--- config.mk ---
export PLATFORM = sky130hd
export DESIGN_NAME = first_match_index_sum_top
export DESIGN_NICKNAME = d
export VERILOG_FILES = /design/src/rtl/fmis_pkg.sv /design/src/rtl/first_match_index_sum_top.sv
export SDC_FILE = /design/constraint.sdc
export NUM_CORES = 1
export LEC_CHECK = 0
export ABC_CLOCK_PERIOD_IN_PS = 11550
export BUFFER_PORTS_ARGS = -buffer_cell sky130_fd_sc_hd__buf_2
export CORE_AREA = 4 4 164 166
export CTS_CLUSTER_DIAMETER = 200
export DETAILED_ROUTE_END_ITERATION = 7
export DIE_AREA = 0 0 168 170
export PLACE_DENSITY_LB_ADDON = 0.08
export SYNTH_ARGS = -nofsm -noshare
export SYNTH_HDL_FRONTEND = slang
export SYNTH_SLANG_ARGS = --single-unit
export TNS_END_PERCENT = 20
--- constraint.sdc ---
create_clock -name clk_i -period 11.55 [get_ports clk_i]
set_clock_uncertainty 0.2 [all_clocks]
set_input_delay 0 -clock clk_i [delete_from_list [all_inputs] [get_ports clk_i]]
set_output_delay 0 -clock clk_i [all_outputs]
set_load 0.02 [all_outputs]
--- src/rtl/fmis_pkg.sv ---
// ----------------------------------------------------------------------------
// fmis_pkg
// Shared constants and register codes for the first-match index sum block.
// ----------------------------------------------------------------------------
package fmis_pkg;

  localparam int MAX_PATTERN = 8;
  localparam int MAX_TEXT    = 65536;

  localparam int BYTE_W  = 8;
  localparam int LEN_W   = 4;                      // pattern_length register width
  localparam int CNT_W   = 4;                      // matched byte count
  localparam int IDX_W   = $clog2(MAX_PATTERN);    // window / pattern byte index
  localparam int POS_W   = $clog2(MAX_TEXT);       // text position
  localparam int RSUM_W  = 20;                     // running subsequence sum
  localparam int SUM_W   = 19;                     // reported index sum
  localparam int PROD_W  = LEN_W + POS_W;          // len * position
  localparam int PAT_W   = MAX_PATTERN * BYTE_W;
  localparam int CFG_IDX_W = 2;
  localparam int IN_TDATA_W  = 8;
  localparam int OUT_TDATA_W = ((SUM_W + 7) / 8) * 8;

  typedef enum logic [CFG_IDX_W-1:0] {
    REG_MATCH_MODE     = 2'd0,
    REG_PATTERN_LENGTH = 2'd1,
    REG_PATTERN_BYTES  = 2'd2
  } cfg_reg_e;

endpackage

--- src/rtl/first_match_index_sum_top.sv ---
// ----------------------------------------------------------------------------
// first_match_index_sum_top
// Finds the first match of a short pattern in a byte stream and reports the
// sum of the text positions of the matched bytes.
//
// Text bytes stream in on the slave side, one per transaction, with tlast on
// the final byte of each text; positions count from 0 in every text and
// saturate at MAX_TEXT-1. In substring mode the newest bytes are compared in
// parallel against the pattern and the first contiguous hit ending at p
// reports L*p - L*(L-1)/2. In subsequence mode pattern bytes are matched
// greedily in order and the hit reports the sum of their positions. At most
// one result per text; after a hit the bytes are ignored until tlast, which
// rearms the block. The block takes one byte every cycle while no result is
// held back by m_axis_tready; each byte waits in the input register while the
// window compare and sum update run into the result register, and the state
// loop through that compare and update sets the one-byte-per-cycle rate. A
// result held by m_axis_tready keeps one more byte in the input register and
// then drops s_axis_tready until the result transaction is taken. Registers
// are to be written only while the block is idle; the block does not enforce it.
// ----------------------------------------------------------------------------
module first_match_index_sum_top
  import fmis_pkg::*;
(
  input  logic                   clk_i,
  input  logic                   rst_ni,
  // config write channel
  input  logic                   cfg_valid_i,
  output logic                   cfg_ready_o,
  input  logic [CFG_IDX_W-1:0]   cfg_index_i,
  input  logic [PAT_W-1:0]       cfg_data_i,
  // text stream
  input  logic                   s_axis_tvalid,
  output logic                   s_axis_tready,
  input  logic [IN_TDATA_W-1:0]  s_axis_tdata,   // [7:0] text_byte
  input  logic                   s_axis_tlast,   // last_byte
  // result stream
  output logic                   m_axis_tvalid,
  input  logic                   m_axis_tready,
  output logic [OUT_TDATA_W-1:0] m_axis_tdata    // [18:0] index_sum, rest zero
);

  // Configuration registers
  logic                 mode_q;
  logic [LEN_W-1:0]     plen_q;
  logic [PAT_W-1:0]     pat_q;

  // Input register
  logic                 in_valid_q;
  logic [BYTE_W-1:0]    in_byte_q;
  logic                 in_last_q;

  // Per-text state
  logic [BYTE_W-1:0]    win_q [MAX_PATTERN];
  logic [POS_W-1:0]     pos_q;
  logic [CNT_W-1:0]     cnt_q;
  logic [RSUM_W-1:0]    rsum_q;
  logic                 done_q;

  // Result register
  logic                 out_valid_q;
  logic [SUM_W-1:0]     out_sum_q;

  // Compute stage
  logic                 fire;
  logic [LEN_W-1:0]     len;
  logic [BYTE_W-1:0]    win_d [MAX_PATTERN];
  logic                 sub_hit;
  logic                 seq_hit;
  logic                 take;
  logic [IDX_W-1:0]     cnt_idx;
  logic [IDX_W-1:0]     win_idx;
  logic [CNT_W-1:0]     cnt_d;
  logic [RSUM_W-1:0]    rsum_d;
  logic [PROD_W-1:0]    prod;
  logic [2*LEN_W-1:0]   tri_off;
  logic [PROD_W-1:0]    sub_sum;
  logic                 hit;
  logic [SUM_W-1:0]     result;

  assign cfg_ready_o = 1'b1;

  always_ff @(posedge clk_i or negedge rst_ni) begin
    if (!rst_ni) begin
      mode_q <= 1'b0;
      plen_q <= LEN_W'(1);
      pat_q  <= '0;
    end else if (cfg_valid_i) begin
      case (cfg_reg_e'(cfg_index_i))
        REG_MATCH_MODE:     mode_q <= cfg_data_i[0];
        REG_PATTERN_LENGTH: plen_q <= cfg_data_i[LEN_W-1:0];
        REG_PATTERN_BYTES:  pat_q  <= cfg_data_i;
        default: ;
      endcase
    end
  end

  // Compute fires when a byte waits and the result register is free.
  assign fire          = in_valid_q && (!out_valid_q || m_axis_tready);
  assign s_axis_tready = !in_valid_q || fire;

  always_ff @(posedge clk_i or negedge rst_ni) begin
    if (!rst_ni) begin
      in_valid_q <= 1'b0;
    end else if (s_axis_tvalid && s_axis_tready) begin
      in_valid_q <= 1'b1;
    end else if (fire) begin
      in_valid_q <= 1'b0;
    end
  end

  always_ff @(posedge clk_i) begin
    if (s_axis_tvalid && s_axis_tready) begin
      in_byte_q <= s_axis_tdata[BYTE_W-1:0];
      in_last_q <= s_axis_tlast;
    end
  end

  always_comb begin
    // effective pattern length, clamped to 1..MAX_PATTERN
    len = plen_q;
    if (plen_q == '0) begin
      len = LEN_W'(1);
    end else if (plen_q > LEN_W'(MAX_PATTERN)) begin
      len = LEN_W'(MAX_PATTERN);
    end

    // shifted window, newest byte in entry 0
    win_d[0] = in_byte_q;
    for (int k = 1; k < MAX_PATTERN; k++) begin
      win_d[k] = win_q[k-1];
    end

    // substring: pattern byte i against window entry len-1-i
    sub_hit = ((POS_W+1)'(pos_q) + (POS_W+1)'(1)) >= (POS_W+1)'(len);
    win_idx = '0;
    for (int i = 0; i < MAX_PATTERN; i++) begin
      win_idx = IDX_W'(len - LEN_W'(1) - LEN_W'(i));
      if ((LEN_W'(i) < len) && (win_d[win_idx] != pat_q[BYTE_W*i +: BYTE_W])) begin
        sub_hit = 1'b0;
      end
    end

    // subsequence: greedy in-order match
    cnt_idx = cnt_q[IDX_W-1:0];
    take    = (cnt_q < CNT_W'(len)) && (in_byte_q == pat_q[BYTE_W*cnt_idx +: BYTE_W]);
    cnt_d   = take ? cnt_q + CNT_W'(1) : cnt_q;
    rsum_d  = take ? rsum_q + RSUM_W'(pos_q) : rsum_q;
    seq_hit = cnt_d >= CNT_W'(len);

    // L*p - L*(L-1)/2
    prod    = PROD_W'(len) * PROD_W'(pos_q);
    tri_off = ((2*LEN_W)'(len) * (2*LEN_W)'(len - LEN_W'(1))) >> 1;
    sub_sum = prod - PROD_W'(tri_off);

    hit    = mode_q ? seq_hit : sub_hit;
    result = mode_q ? SUM_W'(rsum_d) : SUM_W'(sub_sum);
  end

  always_ff @(posedge clk_i or negedge rst_ni) begin
    if (!rst_ni) begin
      for (int k = 0; k < MAX_PATTERN; k++) begin
        win_q[k] <= '0;
      end
      pos_q  <= '0;
      cnt_q  <= '0;
      rsum_q <= '0;
      done_q <= 1'b0;
    end else if (fire) begin
      if (in_last_q) begin
        for (int k = 0; k < MAX_PATTERN; k++) begin
          win_q[k] <= '0;
        end
        pos_q  <= '0;
        cnt_q  <= '0;
        rsum_q <= '0;
        done_q <= 1'b0;
      end else if (!done_q) begin
        win_q  <= win_d;
        cnt_q  <= cnt_d;
        rsum_q <= rsum_d;
        done_q <= hit;
        if (pos_q < POS_W'(MAX_TEXT - 1)) begin
          pos_q <= pos_q + POS_W'(1);
        end
      end
    end
  end

  // Result register
  always_ff @(posedge clk_i or negedge rst_ni) begin
    if (!rst_ni) begin
      out_valid_q <= 1'b0;
    end else if (fire && !done_q && hit) begin
      out_valid_q <= 1'b1;
    end else if (m_axis_tready) begin
      out_valid_q <= 1'b0;
    end
  end

  always_ff @(posedge clk_i) begin
    if (fire && !done_q && hit) begin
      out_sum_q <= result;
    end
  end

  assign m_axis_tvalid = out_valid_q;
  assign m_axis_tdata  = OUT_TDATA_W'(out_sum_q);

endmodule

---- After elaboration in Yosys (flattened, before gate mapping) ----
Index checks and enable logic that the tools add are counted.
storage, ports and cells
  register bits ........................... 196
  bits in latches ......................... 0
  RAM bits ................................ 0
  memory bits (read-only) ................. 0
  output and inout port bits .............. 27
  word-level logic and storage cells ...... 161
  memories kept ........................... 0
cells by class
  add/sub/neg operators ................... 14
  $mul .................................... 2
  divide/modulo/power cells ............... 0
  $lt $le $gt $ge ......................... 21
  equality and inequality tests ........... 12
  shifts and indexed selects .............. 1
  muxes and demuxes ....................... 53
  bitwise operators ....................... 8
  reduce and logical (&&, ||, !) cells .... 30
operators by type and width
  kind                                                                  number
  8-bit binary-select mux with 3-bit select                             8
  64-bit 2-to-1 mux                                                     2
  8-bit 2-to-1 mux                                                      16
  8-bit inequality test                                                 8
  64-bit by 7-bit indexed part select with 8-bit output                 1
  20-bit 2-to-1 mux                                                     3
  16-bit 2-to-1 mux                                                     3
  4-bit greater-or-equal comparator (second input constant)             8
  3-bit inverter with 4-bit output                                      8
  20-bit by 16-bit adder with 20-bit output                             1
  4-bit 2-to-1 mux                                                      5
  4-bit by 16-bit multiplier with 19-bit output                         1
  19-bit 2-to-1 mux                                                     1
  19-bit by 7-bit subtractor with 19-bit output                         1
  16-bit by 1-bit adder with 17-bit output (second input constant)      1
  17-bit by 4-bit greater-or-equal comparator with 1-bit output         1
  16-bit by 1-bit adder with 16-bit output (second input constant)      1
  16-bit < comparator (second input constant)                           1
  3-bit by 4-bit < comparator with 1-bit output (first input constant)  4
  1-bit 2-to-1 mux                                                      15
  1-bit logical AND                                                     13
  3-bit subtractor (second input constant)                              4
  8-bit == test                                                         1
  1-bit by 4-bit < comparator with 1-bit output (first input constant)  2
  other kinds (19)                                                      32

---- Longest topological paths before layout ----
Gate-level depths: netlist of the first run.
  word-level depth ........................ 21
  depth in mapped cells ................... 38
  mapped depth without buffers ............ 33

---- Worst setup path before layout of the first run ----
OpenSTA, ideal clock, no wires.
  path kind ............................... reg2reg
  start ................................... register plen_q[0]
  end ..................................... register out_sum_q[17], data pin
  library setup time ...................... 0.268 ns
  arrival time ............................ 8.262 ns
  required time ........................... 11.082 ns
  slack ................................... 2.820 ns
  stages on the path, launching flop included .. 37
  path buffers ............................ 5
  clock period less this slack ............ 8.730 ns
  cells stage by stage .................... dfstp_2 -> o21ba_4 -> nor2_8 -> inv_2 -> buf_6 -> buf_6 -> buf_2 -> ha_1 -> inv_1 -> ha_1 -> buf_2 -> clkinv_1 -> buf_1 -> nand2_1 -> fa_1 -> inv_1 -> ha_1 -> inv_1 -> fa_1 -> inv_1 -> ha_1 -> xor2_1 -> fa_1 -> fa_1 -> inv_1 -> fa_1 -> inv_1 -> ha_1 -> a21oi_1 -> o21bai_1 -> a21oi_1 -> o31ai_1 -> a41o_1 -> o41ai_1 -> o21ai_0 -> xnor2_1 -> mux2i_1
on the way
  word-level cells in the longest chain between the ends .. 7
ends and longest elaborated chain
  what                                                                                   RTL line                          text
  start, declared                                                                        first_match_index_sum_top.sv:44   logic [LEN_W-1:0] plen_q;
  start signal, assigned                                                                 first_match_index_sum_top.sv:90   REG_PATTERN_LENGTH: plen_q <= cfg_data_i[LEN_W-1:0];
  4-bit greater-than comparator                                                          first_match_index_sum_top.sv:123  end else if (plen_q > LEN_W'(MAX_PATTERN)) begin
  4-bit 2-to-1 mux                                                                       first_match_index_sum_top.sv:123
  4-bit 2-to-1 mux (*)                                                                   first_match_index_sum_top.sv:121  if (plen_q == '0) begin
  branches (longest 3 deep; another with 4-bit by 16-bit multiplier with 19-bit output)  --
  19-bit 2-to-1 mux (*)                                                                  first_match_index_sum_top.sv:156  result = mode_q ? SUM_W'(rsum_d) : SUM_W'(sub_sum);
  net result[17]                                                                         first_match_index_sum_top.sv:78   logic [SUM_W-1:0] result;
  end signal, assigned                                                                   first_match_index_sum_top.sv:202  out_sum_q <= result;
  end, declared                                                                          first_match_index_sum_top.sv:61   logic [SUM_W-1:0] out_sum_q;
Mark *: on every way through the listed nets, which the timed path passes. The select of a mux whose other input is x is not followed.
A chain may end at the register's enable or synchronous reset.

---- Final worst setup path of the first run ----
  start ................................... register plen_q[0]
  end ..................................... register out_sum_q[18], data pin
The elaborated chain is that of the path after synthesis.

==> impl_metrics.py, run 1 <==
metrics = {
    "logic_synthesis": {
        "yosys-mux-area-fraction_pct": 21.08,
        "synth_ff_type": "dfrtp_1",
        "synth-compound-area-share_pct": 13.33,
        "yosysTopAreaCellShare_pct": 26.59,
        "async_flop_share_pct": 85.64,
        "ys_seq_elements": 195,
        "synth_top_cell_by_area": "dfrtp_1",
        "synthXorXnorAreaFrac_pct": 6.559,
        "syn_area_um2": 15620,
        "ys_seq_area_share_pct": 32.14,
        "yosysUniqueCellTypes": 78,
        "syn_area_per_cell_um2": 10.69,
        "synth_top_family_by_area": "multiplexers",
        "synth_warnings": 0,
        "synthSimpleGateAreaFrac_pct": 9.842,
        "synthCells": 1461,
        "synthTopCellsByArea": "dfrtp_1 27%, mux4_2 10%, ha_1 6.9%, edfxtp_1 5.4%, mux2_2 5.3%",
        "synth_edf_count": 28,
        "synthAdderAreaFrac_pct": 12.14,
    },
    "setup_path": {
        "worstPathMaxFanout": 29,
        "path_common_cell": "fa_1",
        "path_class": "reg2reg",
        "cp_data_required_time_ns": 11.52,
        "cp_top_family": "adder cells",
        "cp-startpoint": "plen_q[0]",
        "r2r_start": "plen_q[0]",
        "cp_slowest_cell": "dfstp_2",
        "slowest_delay_ns": 0.76,
        "arrival_ns": 9.19,
        "path_buf_inv": 4,
        "crit_path_end_kind": "flop",
        "rrSetupSlack_ns": 2.33,
        "start_kind": "flop",
    },
    "power": {
        "irDropWorstVdd_uv": 115.6,
        "p_leak_nw": 7.639,
        "power.total_mw": 2.946,
        "power_density_nw_per_um2": 165.8,
    },
    "routing": {
        "wl_per_cell_um": 23.35,
        "drtIter0Drc": 930,
        "ant_nets": 0,
        "top_layer": "met5",
        "vias_per_cell": 6.486,
        "totalWireLength_mm": 45.32,
        "met1Wirelength_mm": 17.17,
        "dr.pass1.iters": 5,
        "drc_errors": 0,
        "wl_met2_mm": 23.10,
        "wl_met3_mm": 2.377,
        "vias": 12590,
    },
    "global_route": {
        "grt_max_degree": 104,
        "grt_overflow": 0,
        "grt_use_total_pct": 31.73,
        "antenna_found_initial": 1,
        "grt_pass1_vias": 12600,
        "grt_pass1_wl_mm": 70.94,
    },
    "flow_run": {
        "drv_cap": 0,
    },
    "status": {
        "outcome": "completed",
    },
    "clock_network": {
        "hold_buffers": 82,
        "htree_num_levels": 4,
        "cts_made_buffers": 17,
        "cts-resized-gates": 0,
        "cts_sinks": 195,
        "ctsLongestPathBuffers": 2,
        "clk_pin_slew_ns": 0.09,
        "clk_latency_ns": 0.46,
        "cts_tree": "yes",
        "cts-root-buf": "clkbuf_16",
        "cts_setup_buffers": 0,
    },
    "timing": {
        "fin_crit_ns": 9.225,
        "rsz0062_at_grt": "false",
        "relSlewSlack_pct": 29.21,
        "hold_viol_final": 0,
        "whs_ns": 0.02665,
        "period_share_pct": 79.87,
        "drv_slew": 0,
        "timing.fmax_mhz": 108.4,
        "setup_viol": 0,
        "fin_tns_setup_ns": 0,
        "worstMarginPinSlew_ns": 1.055,
    },
    "floorplanning": {
        "row_count": 59,
        "die_w_um": 168,
        "die_area_um2": 28560,
        "core_area_um2": 25620,
        "initial_core_util_pct": 60.99,
        "die_y_um": 170,
        "pin_count": 107,
    },
    "placed_design": {
        "dp.cells": 1827,
        "portBuffers": 100,
        "globalplace.congestion": 0.9130,
        "dp_hpwl_mm": 32.09,
    },
    "finish": {
        "area_growth_syn_to_layout_pct": 13.74,
        "fin_cells": 1941,
        "n_antenna_cell": 0,
        "fillCellCount": 1936,
        "layout-drive-gt1-share_pct": 19.99,
        "final_util_pct": 69.37,
        "final_nets": 1800,
    },
    "min_path": {
        "hp-class": "in2async",
    },
}
power by group:
group / total, mW / switching [mW] / internal, mW
Sequential: 0.923 / 0.135 / 0.789
Combinational: 1.37 / 0.758 / 0.610
Clock: 0.654 / 0.349 / 0.305
Total: 2.95 / 1.24 / 1.70
metrics by stage:
| stage | instance area (µm²) | worst slack (ns) |
|---|---|---|
| floorplan | 15650 | 2.820 |
| global placement | 16320 | 2.591 |
| detailed placement | 16320 | 2.419 |
| CTS | 17770 | 2.378 |
| global route | 17770 | 1.761 |
| finish | 17770 | 2.325 |
placed cells by master (no fill, tap or decap), types with 23 or more instances in the layout:
| cell type | instances |
|---|---|
| buf_2 | 99 |
| nor2_1 | 71 |
| a22o_1 | 68 |
| nor3_1 | 23 |
| mux2_2 | 73 |
| dlygate4sd3_1 | 82 |
| ha_1 | 86 |
| o21ai_0 | 57 |
| fa_1 | 41 |
| dfrtp_1 | 166 |
| xnor2_1 | 88 |
| xor2_1 | 29 |
| mux2i_1 | 82 |
| nand3_1 | 34 |
| a21oi_1 | 61 |
| nand2_1 | 88 |
| edfxtp_1 | 28 |
| mux4_2 | 71 |
| inv_1 | 80 |
routing by layer:
metal	vias up	track usage (%)
li1	5612	-
met1	6324	38.00
met2	497	55.77
met3	154	4.948
met4	2	16.20
met5	-	0
synthesized netlist by cell type (all sizes together) (7+ instances only):
| cell | count |
|---|---|
| dfrtp | 166 |
| nand2 | 88 |
| xnor2 | 88 |
| ha | 86 |
| mux2i | 83 |
| inv | 82 |
| mux2 | 74 |
| nor2 | 73 |
| mux4 | 72 |
| a22o | 68 |
| a21oi | 61 |
| o21ai | 59 |
| clkbuf | 56 |
| fa | 41 |
| buf | 40 |
| nand3 | 35 |
| xor2 | 29 |
| edfxtp | 28 |
| nor3 | 25 |
| and2 | 22 |
| a21o | 15 |
| and3 | 12 |
| nor4 | 11 |
| nand2b | 10 |
| a2111oi | 9 |
| a31oi | 9 |
| nand4 | 9 |
| o22ai | 9 |
| o31ai | 9 |
| o211ai | 7 |
| o21bai | 7 |
| or3 | 7 |
area by class of cell:
type                    count  area (µm²)  area share, %
multi-input cells        1091        9892          55.66
flip-flops and latches    195        5021          28.25
repair buffers            203        1485          8.357
clock buffers              17       425.4          2.394
well taps                 335       419.2          2.359
inverters                  85       319.1          1.795
clock inverters            15       209.0          1.176
logic make-up (layout without fill, tap and decap cells):
kind of cell / after synthesis / in the layout
other cells: 2 / 8
xor+xnor: 117 / 117
mux: 229 / 229
simple gates: 313 / 313
flops: 195 / 195
fa+ha+maj: 127 / 127
compound gates: 297 / 297
buf+inv: 181 / 320
state kept, by name (all words and copies together) (netlist names), 4 cells and up:
| signal | cells |
|---|---|
| out_sum_q | 19 |
| rsum_q | 19 |
| plen_q | 4 |
| pos_q | 16 |
| in_byte_q | 8 |
| win_d | 56 |
| pat_q | 64 |
| cnt_q | 4 |
worst paths after layout:
path,cells past startpoint,to
max in group asynchronous,3,pat_q[63]
min in group clk_i,2,in_byte_q[1]
worst max register to register,31,out_sum_q[18]
worst min register to register,2,rsum_q[10]
worst min-delay path,2,rsum_q[15]
worst max-delay path,31,out_sum_q[18]
Power figures use the tool's default switching activity.
==> inputs of run 2 (changes only) <==
--- a/config.mk
+++ b/config.mk
@@ -5,12 +5,13 @@
 export SDC_FILE = /design/constraint.sdc
 export NUM_CORES = 1
 export LEC_CHECK = 0
-export ABC_CLOCK_PERIOD_IN_PS = 11550
+export ABC_AREA = 1
+export ABC_CLOCK_PERIOD_IN_PS = 7900
 export BUFFER_PORTS_ARGS = -buffer_cell sky130_fd_sc_hd__buf_2
-export CORE_AREA = 4 4 164 166
+export CORE_AREA = 4 4 175 177
 export CTS_CLUSTER_DIAMETER = 200
 export DETAILED_ROUTE_END_ITERATION = 7
-export DIE_AREA = 0 0 168 170
+export DIE_AREA = 0 0 179 181
 export PLACE_DENSITY_LB_ADDON = 0.08
 export SYNTH_ARGS = -nofsm -noshare
 export SYNTH_HDL_FRONTEND = slang
==> constraint.sdc (replaced) <==
create_clock -name clk_i -period 7.9 [get_ports clk_i]
set_clock_uncertainty 0.2 [all_clocks]
set_input_delay 0 -clock clk_i [delete_from_list [all_inputs] [get_ports clk_i]]
set_output_delay 0 -clock clk_i [all_outputs]
set_load 0.02 [all_outputs]
==> run 2 against run 1 <==
  * The flow now finishes with violations (negative hold slack)
  * Sequential power grew 40%
  * Cell area grew 5.4%
  * Combinational power grew 96%
  * Synthesized area is 4.3% higher
  * Worst setup slack got worse by 2.0 ns
  * Critical path depth rose by 6
  * Register-to-register slack got worse by 2.0 ns
  * Wire length up 33%
  * Global-route usage rose by 5.5 points
  * Cell count increased by 48%
  * Critical path type unchanged
==> impl_metrics.py, run 2 <==
metrics = {
    "global_route": {
        "grt_max_degree": 103,
        "use_met1_pct": 43.36,
        "grt_util_met3_pct": 5.440,
        "grt_pass1_wl_mm": 92.01,
        "gr-usage-met2_pct": 61.56,
        "grt_overflow": 0,
        "antenna_found_initial": 0,
        "grt_use_total_pct": 37.25,
        "busiest_layer": "met2",
        "grt_pass1_vias": 16350,
    },
    "setup_path": {
        "worstPathMaxFanout": 5,
        "start_kind": "flop",
        "cp_slowest_cell": "fa_1",
        "r2r_start": "plen_q[3]",
        "slowest_delay_ns": 0.57,
        "rr_endpoint": "out_sum_q[16]",
        "reg2regPathDepth": 37,
        "rrSetupSlack_ns": 0.30,
        "path_common_cell": "fa_1",
        "arrival_ns": 7.62,
        "path_class": "reg2reg",
        "cp_data_required_time_ns": 7.92,
        "crit_path_end_kind": "flop",
    },
    "status": {
        "violations": "negative hold slack",
        "outcome": "finished, violations left",
    },
    "timing": {
        "drv_slew": 0,
        "worstMarginPinSlew_ns": 1.205,
        "timing.fmax_mhz": 131.6,
        "setup_slack_ns": 0.2984,
        "hold_viol_final": 12,
        "whs_ns": -0.02139,
        "relSlewSlack_pct": 18.95,
        "fin_crit_ns": 7.602,
        "fin_tns_setup_ns": 0,
        "rsz0062_at_grt": "true",
        "period_share_pct": 96.22,
        "setup_viol": 0,
    },
    "logic_synthesis": {
        "synth_ff_type": "dfrtp_1",
        "synthTopCellsByArea": "dfrtp_1 26%, nand2_1 14%, nand3_1 13%, ha_1 6.6%, inv_1 6.1%",
        "ys_seq_area_share_pct": 30.83,
        "synth_warnings": 0,
        "yosysTopAreaCellShare_pct": 25.50,
        "synth_common_cells": "607 x nand2_1, 426 x nand3_1, 263 x inv_1",
        "synthCells": 2330,
        "yosysUniqueCellTypes": 54,
        "yosysMostFrequentCell": "nand2_1",
        "synth_edf_count": 28,
        "synth_top_cell_by_area": "dfrtp_1",
        "ys_seq_elements": 195,
        "async_flop_share_pct": 85.64,
        "syn_area_per_cell_um2": 6.991,
        "syn_area_um2": 16290,
    },
    "routing": {
        "wl_per_cell_um": 20.94,
        "drtIter0Drc": 1686,
        "drc_errors": 0,
        "totalWireLength_mm": 60.07,
        "vias": 16990,
        "ant_nets": 0,
        "vias_per_cell": 5.922,
        "dr.pass1.iters": 6,
    },
    "finish": {
        "n_antenna_cell": 0,
        "layout_common_cells": "599 x nand2_1, 423 x nand3_1, 255 x inv_1",
        "layout-drive-gt1-share_pct": 9.722,
        "layout_commonest_cell": "nand2_1",
        "final_util_pct": 64.04,
        "largest_reg_flops": 64,
        "area_growth_syn_to_layout_pct": 14.98,
        "top_register": "pat_q",
        "fillCellCount": 2644,
        "final_nets": 2673,
    },
    "floorplanning": {
        "pin_count": 107,
        "die_area_um2": 32400,
        "die_y_um": 181,
        "initial_core_util_pct": 55.70,
        "die_w_um": 179,
        "core_area_um2": 29240,
        "row_count": 63,
    },
    "power": {
        "clockPowerShare_pct": 19.0,
        "pwr-share-comb_pct": 54.6,
        "intPower_mw": 2.576,
        "p_leak_nw": 9.329,
        "power_frac_seq_pct": 26.4,
        "p_sw_mw": 2.323,
        "irDropWorstVdd_uv": 189.4,
        "power_density_nw_per_um2": 261.6,
        "switching_share_pct": 47.42,
    },
    "flow_run": {
        "drv_cap": 0,
    },
    "clock_network": {
        "cts_sinks": 195,
        "cts-root-buf": "clkbuf_16",
        "htree_num_levels": 4,
        "ctsLongestPathBuffers": 2,
        "clk_latency_ns": 0.46,
        "cts_made_buffers": 17,
        "cts_tree": "yes",
        "clk_pin_slew_ns": 0.08,
    },
    "placed_design": {
        "dp_hpwl_mm": 43.48,
        "portBuffers": 100,
        "globalplace.congestion": 1.056,
        "preCtsSetupSlack_ns": 0.07038,
    },
    "min_path": {
        "hp-class": "in2async",
    },
}
run 2: cell types whose count changed after synthesis, moves of 54 or more:
cell / delta
nand2_1: +519
nand3_1: +392
inv_1: +183
mux2i_1: -82
nor2_1: +77
xnor2_1: -75
mux4_2: -71
a22o_1: -67
mux2_2: -59
o22ai_1: +58
a21oi_1: +54
run 2: how the worst max path moves through the flow:
stage | end | depth (start not counted) | slack, ns | from
floorplan | out_sum_q[15] | 39 | 0.03 | plen_q[3]
global placement | out_sum_q[15] | 35 | 0.21 | plen_q[3]
detailed placement | out_sum_q[15] | 35 | 0.07 | plen_q[3]
CTS | out_sum_q[15] | 35 | 0.04 | plen_q[3]
global route | out_sum_q[16] | 36 | -0.07 | plen_q[3]
finish | out_sum_q[16] | 37 | 0.30 | plen_q[3]
run 2: through the flow:
step	std cells	power (mW)	instance area, µm²	hold WS, ns
after global routing	2869	5.250	18730	0.04873
after detailed placement	2736	3.746	16970	-0.02190
after CTS	2858	4.720	18470	0.03286
after global placement	2736	3.709	16970	-0.03090
final	2869	4.900	18730	-0.02139
after floorplan	2336	3.072	16390	-0.4956
run 2: final cells by class:
type | count | area, µm² | area share, %
well taps | 390 | 488.0 | 2.606
flip-flops and latches | 195 | 5022 | 26.82
clock inverters | 10 | 122.6 | 0.6547
repair buffers | 228 | 1704 | 9.099
inverters | 270 | 1018 | 5.438
multi-input cells | 1754 | 9897 | 52.85
clock buffers | 22 | 475.5 | 2.539
run 2: power by group through the flow:
stage / clock, mW / combinational (mW) / sequential (mW)
after global placement: 0 / 2.41 / 1.30
after global routing: 0.981 / 2.97 / 1.30
after detailed placement: 0 / 2.44 / 1.30
after CTS: 0.942 / 2.49 / 1.28
final: 0.932 / 2.68 / 1.29
after floorplan: 0 / 1.81 / 1.26
run 2: repair_timing:
item / in CTS / in global routing
endpoints found under the hold margin: 187 / 0
endpoints found under the setup margin: 0 / 7
resized for setup: 0 / 45
hold buffers: 90 / 0
buffers inserted: 0 / 11
run 2: routing by layer:
metal	wire length (µm)	part of all wire, %
met1	22090	37
met2	28580	48
met3	3770	6.3
met4	5629	9.4
met5	0	0
run 2: critical path: cells and delay by family, from the launching register on:
kind,cells,cell delay (ns)
buf+inv,5,0.37
compound gates,5,0.70
simple gates,16,1.46
fa+ha+maj,9,3.84
flops,1,0.48
xor+xnor,2,0.32
run 2: logic make-up after synthesis:
| family | share of synthesized area, % |
|---|---|
| XOR/XNOR | 2.788 |
| flip-flops | 30.83 |
| other | 0.04611 |
| buffers and inverters | 9.963 |
| adder cells (fa/ha/maj) | 11.65 |
| AND/OR/NAND/NOR | 33.15 |
| AO/OA/AOI/OAI | 10.61 |
| multiplexers | 0.9679 |
==> inputs of run 3 (changes only) <==
--- a/config.mk
+++ b/config.mk
@@ -12,6 +12,7 @@
 export CTS_CLUSTER_DIAMETER = 200
 export DETAILED_ROUTE_END_ITERATION = 7
 export DIE_AREA = 0 0 179 181
+export MAX_ROUTING_LAYER = met4
 export PLACE_DENSITY_LB_ADDON = 0.08
 export SYNTH_ARGS = -nofsm -noshare
 export SYNTH_HDL_FRONTEND = slang
==> run 3 against run 2 <==
  * The run now ends clean
  * Critical path depth decreased by 2
  * Clock power is 1% lower
  * Total power increased by 0.77%
  * First-iteration DRC count increased by 0.71%
  * Hold slack better by 0.053 ns
  * Via count rose by 0.58%
  * Sequential power is essentially flat
  * Wire length up 1.8%
  * Sequential share of layout area fell by 0.063 points
  * Fmax fell by 0.68%
  * Core utilization increased by 0.15 points
  * Critical endpoint unchanged
  * Largest power group unchanged
  * Highest routed layer unchanged
==> impl_metrics.py, run 3 (synthesis gave the netlist of run 2 again) <==
metrics = {
    "timing": {
        "period_share_pct": 96.88,
        "fin_crit_ns": 7.654,
        "relSlewSlack_pct": 15.58,
        "timing.fmax_mhz": 130.7,
        "hold_viol_final": 0,
        "drv_slew": 0,
        "setup_viol": 0,
        "worstMarginPinSlew_ns": 1.265,
        "whs_ns": 0.03122,
        "fin_tns_setup_ns": 0,
    },
    "clock_network": {
        "clk_pin_slew_ns": 0.07,
        "htree_num_levels": 4,
        "clk_latency_ns": 0.46,
        "cts-root-buf": "clkbuf_16",
        "cts_sinks": 195,
        "ctsLongestPathBuffers": 2,
        "cts_made_buffers": 17,
        "cts_tree": "yes",
    },
    "finish": {
        "layout_commonest_cell": "nand2_1",
        "design_area_um2": 18770,
        "multi_input_area_um2": 9878,
        "fin_cells": 2876,
        "top_register": "pat_q",
        "final_util_pct": 64.19,
        "area_growth_syn_to_layout_pct": 15.25,
        "layout-drive-gt1-share_pct": 9.936,
        "fillCellCount": 2652,
        "largest_reg_flops": 64,
        "sequential_cell_area_um2": 5022,
        "final_nets": 2680,
        "n_antenna_cell": 0,
        "layout_common_cells": "599 x nand2_1, 424 x nand3_1, 256 x inv_1",
    },
    "power": {
        "power_frac_seq_pct": 26.3,
        "switching_share_pct": 47.60,
        "irDropWorstVdd_uv": 192.1,
        "power_density_nw_per_um2": 263.0,
        "intPower_mw": 2.587,
        "p_sw_mw": 2.350,
        "clockPowerShare_pct": 18.6,
        "pwr-share-comb_pct": 55.0,
        "p_leak_nw": 9.320,
    },
    "setup_path": {
        "slowest_delay_ns": 0.56,
        "worstPathMaxFanout": 6,
        "path_class": "reg2reg",
        "crit_path_end_kind": "flop",
        "start_kind": "flop",
        "path_common_cell": "nand2_1",
        "cp_data_required_time_ns": 7.92,
        "cp_slowest_cell": "fa_1",
        "arrival_ns": 7.67,
    },
    "placed_design": {
        "dp_hpwl_mm": 44.36,
        "globalplace.congestion": 1.060,
        "dp.cells": 2733,
        "portBuffers": 100,
        "placed_area_um2": 16940,
    },
    "global_route": {
        "grt_max_degree": 101,
        "antenna_found_initial": 0,
        "grt_pass1_wl_mm": 92.73,
        "grt_pass1_vias": 16250,
        "grt_use_total_pct": 38.74,
        "grt_overflow": 0,
    },
    "routing": {
        "dr.pass1.iters": 6,
        "totalWireLength_mm": 61.14,
        "wl_per_cell_um": 21.26,
        "drc_errors": 0,
        "ant_nets": 0,
        "vias_per_cell": 5.942,
        "drtIter0Drc": 1698,
        "vias": 17090,
    },
    "floorplanning": {
        "row_count": 63,
        "initial_core_util_pct": 55.70,
        "die_y_um": 181,
        "die_w_um": 179,
        "pin_count": 107,
        "core_area_um2": 29240,
        "die_area_um2": 32400,
    },
    "flow_run": {
        "drv_cap": 0,
    },
    "min_path": {
        "hp-class": "in2async",
    },
    "status": {
        "outcome": "completed",
    },
}
[run 3: cell count changes in the layout (fill, tap and decap cells not counted), moves of 2 or more]
cell / change
a21oi_2: +2
buf_4: +5
buf_6: -3
clkinvlp_4: +2
dlygate4sd3_1: +4
ha_1: -2
nand2_2: +2
nand2_4: -2
[run 3: area by class of cell]
class,instances,share of cell area (%)
multi-input cells,1754,52.62
flip-flops and latches,195,26.75
repair buffers,235,9.391
inverters,270,5.426
clock buffers,23,2.719
well taps,390,2.599
clock inverters,9,0.4866
[run 3: power by group through the flow]
stage / clock, mW / combinational, mW / sequential [mW]
finish: 0.920 / 2.72 / 1.30
global route: 0.972 / 3.01 / 1.31
CTS: 0.925 / 2.51 / 1.29
detailed placement: 0 / 2.45 / 1.31
global placement: 0 / 2.40 / 1.31
floorplan: 0 / 1.81 / 1.26
[run 3: timing repair]
action	CTS	global route
setup endpoints to repair	2	7
hold buffers	94	0
gates resized for setup	1	39
endpoints found under the hold margin	189	0
pin swaps	0	34
setup buffers	0	17
[run 3: metrics by stage]
stage / total power, mW / setup slack, ns
after floorplan: 3.072 / 0.02772
after global placement: 3.715 / 0.1855
after detailed placement: 3.761 / 0.006533
after CTS: 4.726 / 0.008846
after global routing: 5.282 / -0.1313
final: 4.938 / 0.2462
[run 3: worst max-delay path: cells and delay by family, from the launching register on]
family / cells / cell delay, ns
AO/OA/AOI/OAI: 3 / 0.47
buffers and inverters: 6 / 0.34
XOR/XNOR: 2 / 0.30
flip-flops: 1 / 0.49
adder cells (fa/ha/maj): 10 / 4.08
AND/OR/NAND/NOR: 14 / 1.51
[run 3: worst paths after layout]
kind	startpoint	to	slack [ns]	depth (start not counted)
worst max-delay path	plen_q[3]	out_sum_q[16]	0.25	35
worst min register to register	rsum_q[18]	rsum_q[18]	0.31	2
max in group asynchronous	rst_ni	plen_q[3]	5.88	3
min in group clk_i	s_axis_tdata[1]	in_byte_q[1]	0.04	2
worst min-delay path	rst_ni	rsum_q[15]	0.03	2
worst max register to register	plen_q[3]	out_sum_q[16]	0.25	35
[run 3: layer usage]
layer	global-route usage (%)	share of wire (%)	vias up
met5	-	0	-
met4	26.68	8.8	0
met3	6.047	6.5	247
met2	62.51	48	801
met1	43.87	37	8069
li1	-	-	7972
